[config.mk]
export PLATFORM = sky130hd
export DESIGN_NAME = spc_tracker
export DESIGN_NICKNAME = d
export VERILOG_FILES = /design/src/design/spc_pkg.sv /design/src/design/spc_tracker.sv
export SDC_FILE = /design/constraint.sdc
export NUM_CORES = 1
export LEC_CHECK = 0
export BUFFER_PORTS_ARGS = -buffer_cell sky130_fd_sc_hd__buf_2
export CAP_MARGIN = 20
export CORE_MARGIN = 4
export CORE_UTILIZATION = 40
export DETAILED_ROUTE_END_ITERATION = 6
export PLACE_DENSITY = 0.64
export SYNTH_ARGS = -nofsm -noshare
export SYNTH_HDL_FRONTEND = slang
export SYNTH_SLANG_ARGS = --single-unit
[constraint.sdc]
create_clock -name clk -period 8.35 [get_ports clk]
set_input_delay 0.835 -clock clk [delete_from_list [all_inputs] [get_ports clk]]
set_output_delay 0.835 -clock clk [all_outputs]
set_load 0.005 [all_outputs]
[src/design/spc_pkg.sv]
// Package for the status packet checker: verdict codes, packet offsets,
// header constants, the result struct and the byte-wide CRC-16 update.
// No dependencies.
`timescale 1ns / 1ps

package spc_pkg;

  // Byte counter width and its saturation value
  localparam int unsigned COUNT_W = 17;
  localparam logic [COUNT_W-1:0] COUNT_MAX = {COUNT_W{1'b1}};

  // Packet layout (byte offsets from the start of the packet)
  localparam logic [COUNT_W-1:0] OFS_HDR0   = COUNT_W'(0);
  localparam logic [COUNT_W-1:0] OFS_HDR1   = COUNT_W'(1);
  localparam logic [COUNT_W-1:0] OFS_HDR2   = COUNT_W'(2);
  localparam logic [COUNT_W-1:0] OFS_HDR3   = COUNT_W'(3);
  localparam logic [COUNT_W-1:0] OFS_ID     = COUNT_W'(4);
  localparam logic [COUNT_W-1:0] OFS_LEN_LO = COUNT_W'(5);
  localparam logic [COUNT_W-1:0] OFS_LEN_HI = COUNT_W'(6);
  localparam logic [COUNT_W-1:0] OFS_ERR    = COUNT_W'(8);
  localparam logic [COUNT_W-1:0] OFS_PAR_LO = COUNT_W'(9);
  localparam logic [COUNT_W-1:0] OFS_PAR_HI = COUNT_W'(10);

  // Header pattern FF FF FD 00
  localparam logic [7:0] HDR_SYNC = 8'hFF;
  localparam logic [7:0] HDR_MARK = 8'hFD;
  localparam logic [7:0] HDR_RSVD = 8'h00;

  // Size checks
  localparam int unsigned MIN_PACKET   = 11;
  localparam int unsigned LENGTH_EXTRA = 7;

  // CRC-16, polynomial 0x8005, init 0, no reflection
  localparam logic [15:0] CRC_POLY = 16'h8005;
  localparam logic [15:0] CRC_INIT = 16'h0000;

  typedef enum logic [2:0] {
    VERDICT_OK        = 3'd0,
    VERDICT_TOO_SHORT = 3'd1,
    VERDICT_BAD_HDR   = 3'd2,
    VERDICT_BAD_LEN   = 3'd3,
    VERDICT_BAD_CRC   = 3'd4,
    VERDICT_DEV_ERR   = 3'd5
  } verdict_t;

  // One packet result, handed from the tracker to the output stage
  typedef struct packed {
    logic        valid;
    verdict_t    verdict;
    logic [7:0]  device_error;
    logic [7:0]  servo_id;
    logic [15:0] first_params;
  } result_t;

  // MSB-first CRC update over one byte
  function automatic logic [15:0] crc16_byte(input logic [15:0] crc, input logic [7:0] b);
    logic [15:0] c;
    c = crc ^ {b, 8'h00};
    for (int k = 0; k < 8; k++) begin
      if (c[15]) begin
        c = {c[14:0], 1'b0} ^ CRC_POLY;
      end else begin
        c = {c[14:0], 1'b0};
      end
    end
    return c;
  endfunction

endpackage

[src/design/spc_tracker.sv]
// Per-packet state of the status packet checker: byte count, header check,
// captured fields, delayed CRC. Produces the verdict on the last byte.
// Depends on spc_pkg.
`timescale 1ns / 1ps

module spc_tracker (
  input  logic            clk,
  input  logic            rst_n,
  input  logic            accept,
  input  logic [7:0]      rx_byte,
  input  logic            last_byte,
  output spc_pkg::result_t res
);
  import spc_pkg::*;

  logic [COUNT_W-1:0] byte_count_r, byte_count_nxt;
  logic               header_good_r, header_good_nxt;
  logic [15:0]        length_word_r, length_word_nxt;
  logic [15:0]        crc_r, crc_nxt;
  logic [7:0]         dly0_r, dly1_r;
  logic [7:0]         id_r, id_nxt;
  logic [7:0]         err_r, err_nxt;
  logic [15:0]        params_r, params_nxt;
  logic [15:0]        check;
  logic [COUNT_W:0]   pkt_len;
  logic [COUNT_W:0]   len_expect;

  // Header check and field capture by byte position
  always_comb begin
    header_good_nxt = header_good_r;
    length_word_nxt = length_word_r;
    id_nxt          = id_r;
    err_nxt         = err_r;
    params_nxt      = params_r;
    case (byte_count_r)
      OFS_HDR0, OFS_HDR1: if (rx_byte != HDR_SYNC) header_good_nxt = 1'b0;
      OFS_HDR2:           if (rx_byte != HDR_MARK) header_good_nxt = 1'b0;
      OFS_HDR3:           if (rx_byte != HDR_RSVD) header_good_nxt = 1'b0;
      OFS_ID:             id_nxt = rx_byte;
      OFS_LEN_LO:         length_word_nxt = {length_word_r[15:8], rx_byte};
      OFS_LEN_HI:         length_word_nxt = {rx_byte, length_word_r[7:0]};
      OFS_ERR:            err_nxt = rx_byte;
      OFS_PAR_LO:         params_nxt = {params_r[15:8], rx_byte};
      OFS_PAR_HI:         params_nxt = {rx_byte, params_r[7:0]};
      default:            ;
    endcase
  end

  // CRC runs two bytes behind; the last two bytes form the received check word
  always_comb begin
    crc_nxt = (byte_count_r >= OFS_HDR2) ? crc16_byte(crc_r, dly1_r) : crc_r;
    check   = {rx_byte, dly0_r};
    byte_count_nxt = (byte_count_r != COUNT_MAX) ? byte_count_r + 1'b1 : byte_count_r;
  end

  // Verdict in priority order
  always_comb begin
    pkt_len    = {1'b0, byte_count_r} + 1'b1;
    len_expect = (COUNT_W+1)'(length_word_nxt) + (COUNT_W+1)'(LENGTH_EXTRA);
    res.valid        = accept & last_byte;
    res.device_error = err_nxt;
    res.servo_id     = id_nxt;
    res.first_params = params_nxt;
    if (pkt_len < (COUNT_W+1)'(MIN_PACKET)) begin
      res.verdict = VERDICT_TOO_SHORT;
    end else if (!header_good_nxt) begin
      res.verdict = VERDICT_BAD_HDR;
    end else if (len_expect != pkt_len) begin
      res.verdict = VERDICT_BAD_LEN;
    end else if (crc_nxt != check) begin
      res.verdict = VERDICT_BAD_CRC;
    end else if (err_nxt != 8'h00) begin
      res.verdict = VERDICT_DEV_ERR;
    end else begin
      res.verdict = VERDICT_OK;
    end
  end

  // State update; the last byte returns everything to the idle packet state
  always_ff @(posedge clk) begin
    if (!rst_n || (accept && last_byte)) begin
      byte_count_r  <= '0;
      header_good_r <= 1'b1;
      length_word_r <= '0;
      crc_r         <= CRC_INIT;
      dly0_r        <= '0;
      dly1_r        <= '0;
      id_r          <= '0;
      err_r         <= '0;
      params_r      <= '0;
    end else if (accept) begin
      byte_count_r  <= byte_count_nxt;
      header_good_r <= header_good_nxt;
      length_word_r <= length_word_nxt;
      crc_r         <= crc_nxt;
      dly0_r        <= rx_byte;
      dly1_r        <= dly0_r;
      id_r          <= id_nxt;
      err_r         <= err_nxt;
      params_r      <= params_nxt;
    end
  end

endmodule

* After elaboration in Yosys (flattened, before gate mapping)
Cells that the tools add are included.
** Storage, ports and cells
- Register bits :: 98
- Word-level logic and storage cells :: 68
- Output and inout port bits :: 36
- Input bits :: 12
** Operators by class
- Magnitude comparators :: 2
- Muxes and demuxes :: 22
- Reduce and logical (&&, ||, !) cells :: 8
- Equal/unequal tests :: 14
- Bitwise logic cells :: 10
- $add $sub $neg :: 3
** Operators by type and width (number)
- 16-bit two-way mux :: 9
- 16-bit case mux with 2 select lines :: 2
- 17-bit by 3-bit == test with 1-bit output, second input constant :: 3
- 17-bit by 4-bit == test with 1-bit output, second input constant :: 3
- 17-bit by 2-bit == test with 1-bit output, second input constant :: 2
- 3-bit NOT :: 8
- 17-bit by 1-bit adder with 18-bit output, second input constant :: 1
- 18-bit by 4-bit less-than comparator with 1-bit output, second input constant :: 1
- 17-bit by 18-bit inequality test with 1-bit output :: 1
- 16-bit by 3-bit adder with 17-bit output, second input constant :: 1
- 17-bit by 1-bit adder with 17-bit output, second input constant :: 1
- 17-bit by 1-bit == test with 1-bit output, second input constant :: 1
- 17-bit by 2-bit greater-or-equal comparator with 1-bit output, second input constant :: 1
- 17-bit logical NOT :: 1
- 17-bit inequality test, second input constant :: 1
- 8-bit two-way mux :: 2
- 16-bit inequality test :: 1
- 8-bit inequality test, second input constant :: 2
- 8-bit nonzero test :: 2
- 16-bit XOR :: 1
- 3-bit two-way mux :: 5
- 1-bit two-way mux :: 3
- 1-bit case mux with 3 select lines :: 1
- 2-bit AND reduction :: 1
- other kinds (5) :: 5

* Logic depth before layout (Yosys ltp)
- Depth after elaboration :: 23
- Gate-level depth with buffers :: 17
- Mapped depth without buffers :: 16

* Worst setup path before layout
OpenSTA, ideal clock, no wires.
- Path type :: flip-flop to output port
- From :: register byte_count_r[7]
- To :: output res[34] in the netlist's numbering
- Path slack :: 3.843 ns
- Buffers on the path :: 3
- Data required time :: 7.515 ns
- Arrival time :: 3.672 ns
- Stages on the path, launching flop included :: 17
- Path through :: dfxtp_1 > buf_6 > or4_4 > nor4_1 > buf_2 > and3_1 > clkbuf_1 > a21oi_1 > ha_1 > inv_1 > a31oi_1 > a22oi_1 > nand4_1 > mux2_2 > a311oi_2 > or3b_1 > a2111oi_2
** RTL lines
- from (decl) :: RTL line spc_tracker.sv:16 : logic [COUNT_W-1:0] byte_count_r, byte_count_nxt;
- from (signal assigned) :: RTL line spc_tracker.sv:92 : byte_count_r <= byte_count_nxt;
- to (decl) :: RTL line spc_tracker.sv:12 : output spc_pkg::result_t res

==> impl_metrics.env <==
export IMPL_tns_ps=0
export IMPL_vias_per_cell=5.79
export IMPL_leakage_uw=0.00279
export IMPL_drc=1
export IMPL_route_vias_total=6015
export IMPL_totalWireLength_um=18200
export IMPL_antenna_found_initial=0
export IMPL_fin_nets=837
export IMPL_synth_ff_type="dfxtp_1"
export IMPL_fin_crit_sh=0.656
export IMPL_worstSkewPairLatency_ps=350
export IMPL_setup_slack_ps=2870
export IMPL_cts_tree="built"
export IMPL_yosysWarningCount=0
export IMPL_syn_num_nets=842
export IMPL_rows=46
export IMPL_dr_pass1_iters=7
export IMPL_dp_cells=1024
export IMPL_cts_path_max_buffers=2
export IMPL_criticalPathCategory="flip-flop to output port"
export IMPL_synthesis_area_um2=6500
export IMPL_synth_area_leader_cell="dfxtp_1"
export IMPL_tightest_slew_ps=949
export IMPL_final_util=0.448
export IMPL_crit_arrival_ps=4640
export IMPL_start_kind="flip-flop"
export IMPL_areaGrowthSynthToFinish_pct=9.61
export IMPL_synth_seq_cells=98
export IMPL_violations="DRC"
export IMPL_postCtsSetupBuffers=0
export IMPL_ctsRootBufferMaster="clkbuf_16"
export IMPL_grt_max_degree=89
export IMPL_cp_max_fo=28
export IMPL_fmax_ghz=0.183
export IMPL_skew_ps=10.1
export IMPL_die_x_um=135
export IMPL_rsz0062_at_grt="false"
export IMPL_regArea_um2=1960
export IMPL_track_usage=0.199
export IMPL_dp_hpwl_um=12900
export IMPL_cts_sinks=98
export IMPL_wl_per_cell_um=17.6
export IMPL_synth_edff_count=0
export IMPL_max_stage_delay_ps=760
export IMPL_ys_types=69
export IMPL_synth_top_area_share=0.302
export IMPL_hold_buffers=0
export IMPL_instances_no_fill=1039
export IMPL_synth_top_cells_by_area="dfxtp_1 (30%), mux2i_1 (7.7%), xnor2_1 (6.2%), nor2_1 (5.8%), nand2_1 (4.3%)"
export IMPL_async_flop_share=0
export IMPL_grt_pass1_vias=5474
export IMPL_syn_avg_cell_area_um2=7.89
export IMPL_grt_pass1_wl_um=29400
export IMPL_multi_input_area_um2=4220
export IMPL_cp_cell_sequence="inv_1, ha_1, nand2b_1, nor2_1, nor2b_1, a21oi_1, ha_1, inv_1, a31oi_1, a22oi_1, nand4_1, mux2_2, a311oi_2, or3b_1, a2111oi_2, buf_2"
export IMPL_ys_seq_area_frac=0.302
export IMPL_setup_viol=0
export IMPL_place_ws_ps=3310
export IMPL_cpMaxStageDelayCell="ha_1"
export IMPL_io_pins=48
export IMPL_final_common_cell="nor2_1"
export IMPL_fp_dieArea_um2=18400
export IMPL_regToRegSetupSlack_ps=5270
export IMPL_grt_overflow=0
export IMPL_nFillCells=1622
export IMPL_place_gp_congestion=0.913
export IMPL_maxCapViolations=0
export IMPL_cts_clk_slew_worst_paths_ps=70
export IMPL_drtAntennaViolNets=0
export IMPL_power_density_nw_per_um2=154
export IMPL_ctsResizeCount=0
export IMPL_drv_slew=0
export IMPL_cts_made_buffers=9
export IMPL_required_ps=7520
export IMPL_drtIter0Drc=486
export IMPL_finalHoldViolCount=0
export IMPL_peakVddDrop_uv=95.3
export IMPL_period_minus_slack_ps=5480
export IMPL_dieHeight_um=135
export IMPL_cp_end_kind="output port"
export IMPL_portBuffers=47
export IMPL_whs_ps=473
export IMPL_final_cell_mix="nor2_1 (100), dfxtp_1 (98), nand2_1 (75), mux2i_1 (50)"
export IMPL_num_antenna_cells=0
export IMPL_h_tree_depth=3
export IMPL_initial_core_util=0.409
export IMPL_hold_path_class="flip-flop to flip-flop"
export IMPL_layout_drive_gt1_share=0.112
export IMPL_syn_inst=824
export IMPL_coreArea_um2=15900
export IMPL_relSlewSlack=0.367
export IMPL_status="finished, violations left"
==> worst paths after layout <==
check	cells past startpoint	to	start
max	16	res[34]	byte_count_r[1]$_SDFFE_PP0P_
min	2	length_word_r[14]$_SDFFE_PP0P_	length_word_r[14]$_SDFFE_PP0P_
max reg2reg	10	byte_count_r[6]$_SDFFE_PP0P_	byte_count_r[1]$_SDFFE_PP0P_
min reg2reg	2	length_word_r[14]$_SDFFE_PP0P_	length_word_r[14]$_SDFFE_PP0P_
==> state kept, by name (all words and copies together) (netlist names) <==
register / flops
byte_count_r: 17
crc_r: 16
dly0_r: 8
dly1_r: 8
err_r: 8
header_good_r: 1
id_r: 8
length_word_r: 16
params_r: 16
==> critical path: cells and delay by family, from the launching register on <==
| family | cells | cell delay (ps) |
|---|---|---|
| and+or+nand+nor | 5 | 1220 |
| AOI/OAI and AO/OA | 5 | 990 |
| adders and majority gates | 2 | 980 |
| DFF | 1 | 380 |
| muxes | 1 | 370 |
| buffers and inverters | 3 | 340 |
==> Yosys cell counts, types with 3 or more instances <==
library cell	number
or3_1	8
nand2_1	75
or2_2	3
nor3_1	11
xnor2_1	46
a32o_1	3
mux2i_1	50
clkbuf_1	58
xor2_1	27
a22oi_1	8
nand3_1	36
ha_1	6
a21boi_0	4
mux2_2	13
buf_1	6
and2_1	14
a31oi_1	5
nand4_1	16
a32oi_1	3
a21oi_1	43
a211oi_1	18
a21o_1	5
o21ai_0	29
nor4_1	15
nand2b_1	5
inv_1	14
nor2_1	100
or4_1	4
o22ai_1	3
nand3b_1	4
dfxtp_1	98
and4_1	5
a22o_1	20
and3_1	15
nor2b_1	6
o211ai_1	7
==> per-layer routing <==
layer / up-vias / part of all wire / GRT usage
li1: 2937 / - / -
met4: 0 / 0.016 / 0.0588
met2: 174 / 0.46 / 0.315
met5: - / 0 / 0
met3: 25 / 0.060 / 0.0368
met1: 2879 / 0.46 / 0.277
==> kinds of logic (layout without fill, tap and decap cells) <==
kind of cell / Yosys count / in the layout / synth area share
multiplexers: 63 / 63 / 0.0995
XOR/XNOR: 76 / 76 / 0.109
AO/OA/AOI/OAI: 169 / 169 / 0.177
AND/OR/NAND/NOR: 330 / 330 / 0.250
flip-flops: 98 / 98 / 0.302
buffers and inverters: 82 / 81 / 0.0504
adder cells (fa/ha/maj): 6 / 6 / 0.0115
==> power by group <==
part | switching (µW) | total (µW) | internal, µW
clock | 187 | 489 | 302
sequential | 7.61 | 482 | 474
combinational | 79.1 | 125 | 46.0
total | 274 | 1100 | 822
==> layout make-up <==
| class | instances | area share |
|---|---|---|
| clock buffers | 10 | 0.0335 |
| inverters | 14 | 0.00738 |
| well taps | 216 | 0.0379 |
| multi-input cells | 644 | 0.592 |
| repair buffers | 52 | 0.0386 |
| clock inverters | 5 | 0.0151 |
| flip-flops and latches | 98 | 0.275 |
==> through the flow <==
| stage | cell area [µm²] | power, µW |
|---|---|---|
| after floorplan | 6500 | 585 |
| after global placement | 6780 | 616 |
| after detailed placement | 6780 | 617 |
| after CTS | 7120 | 1110 |
| after global routing | 7120 | 1140 |
| final | 7120 | 1100 |
Power figures use the tool's default switching activity.
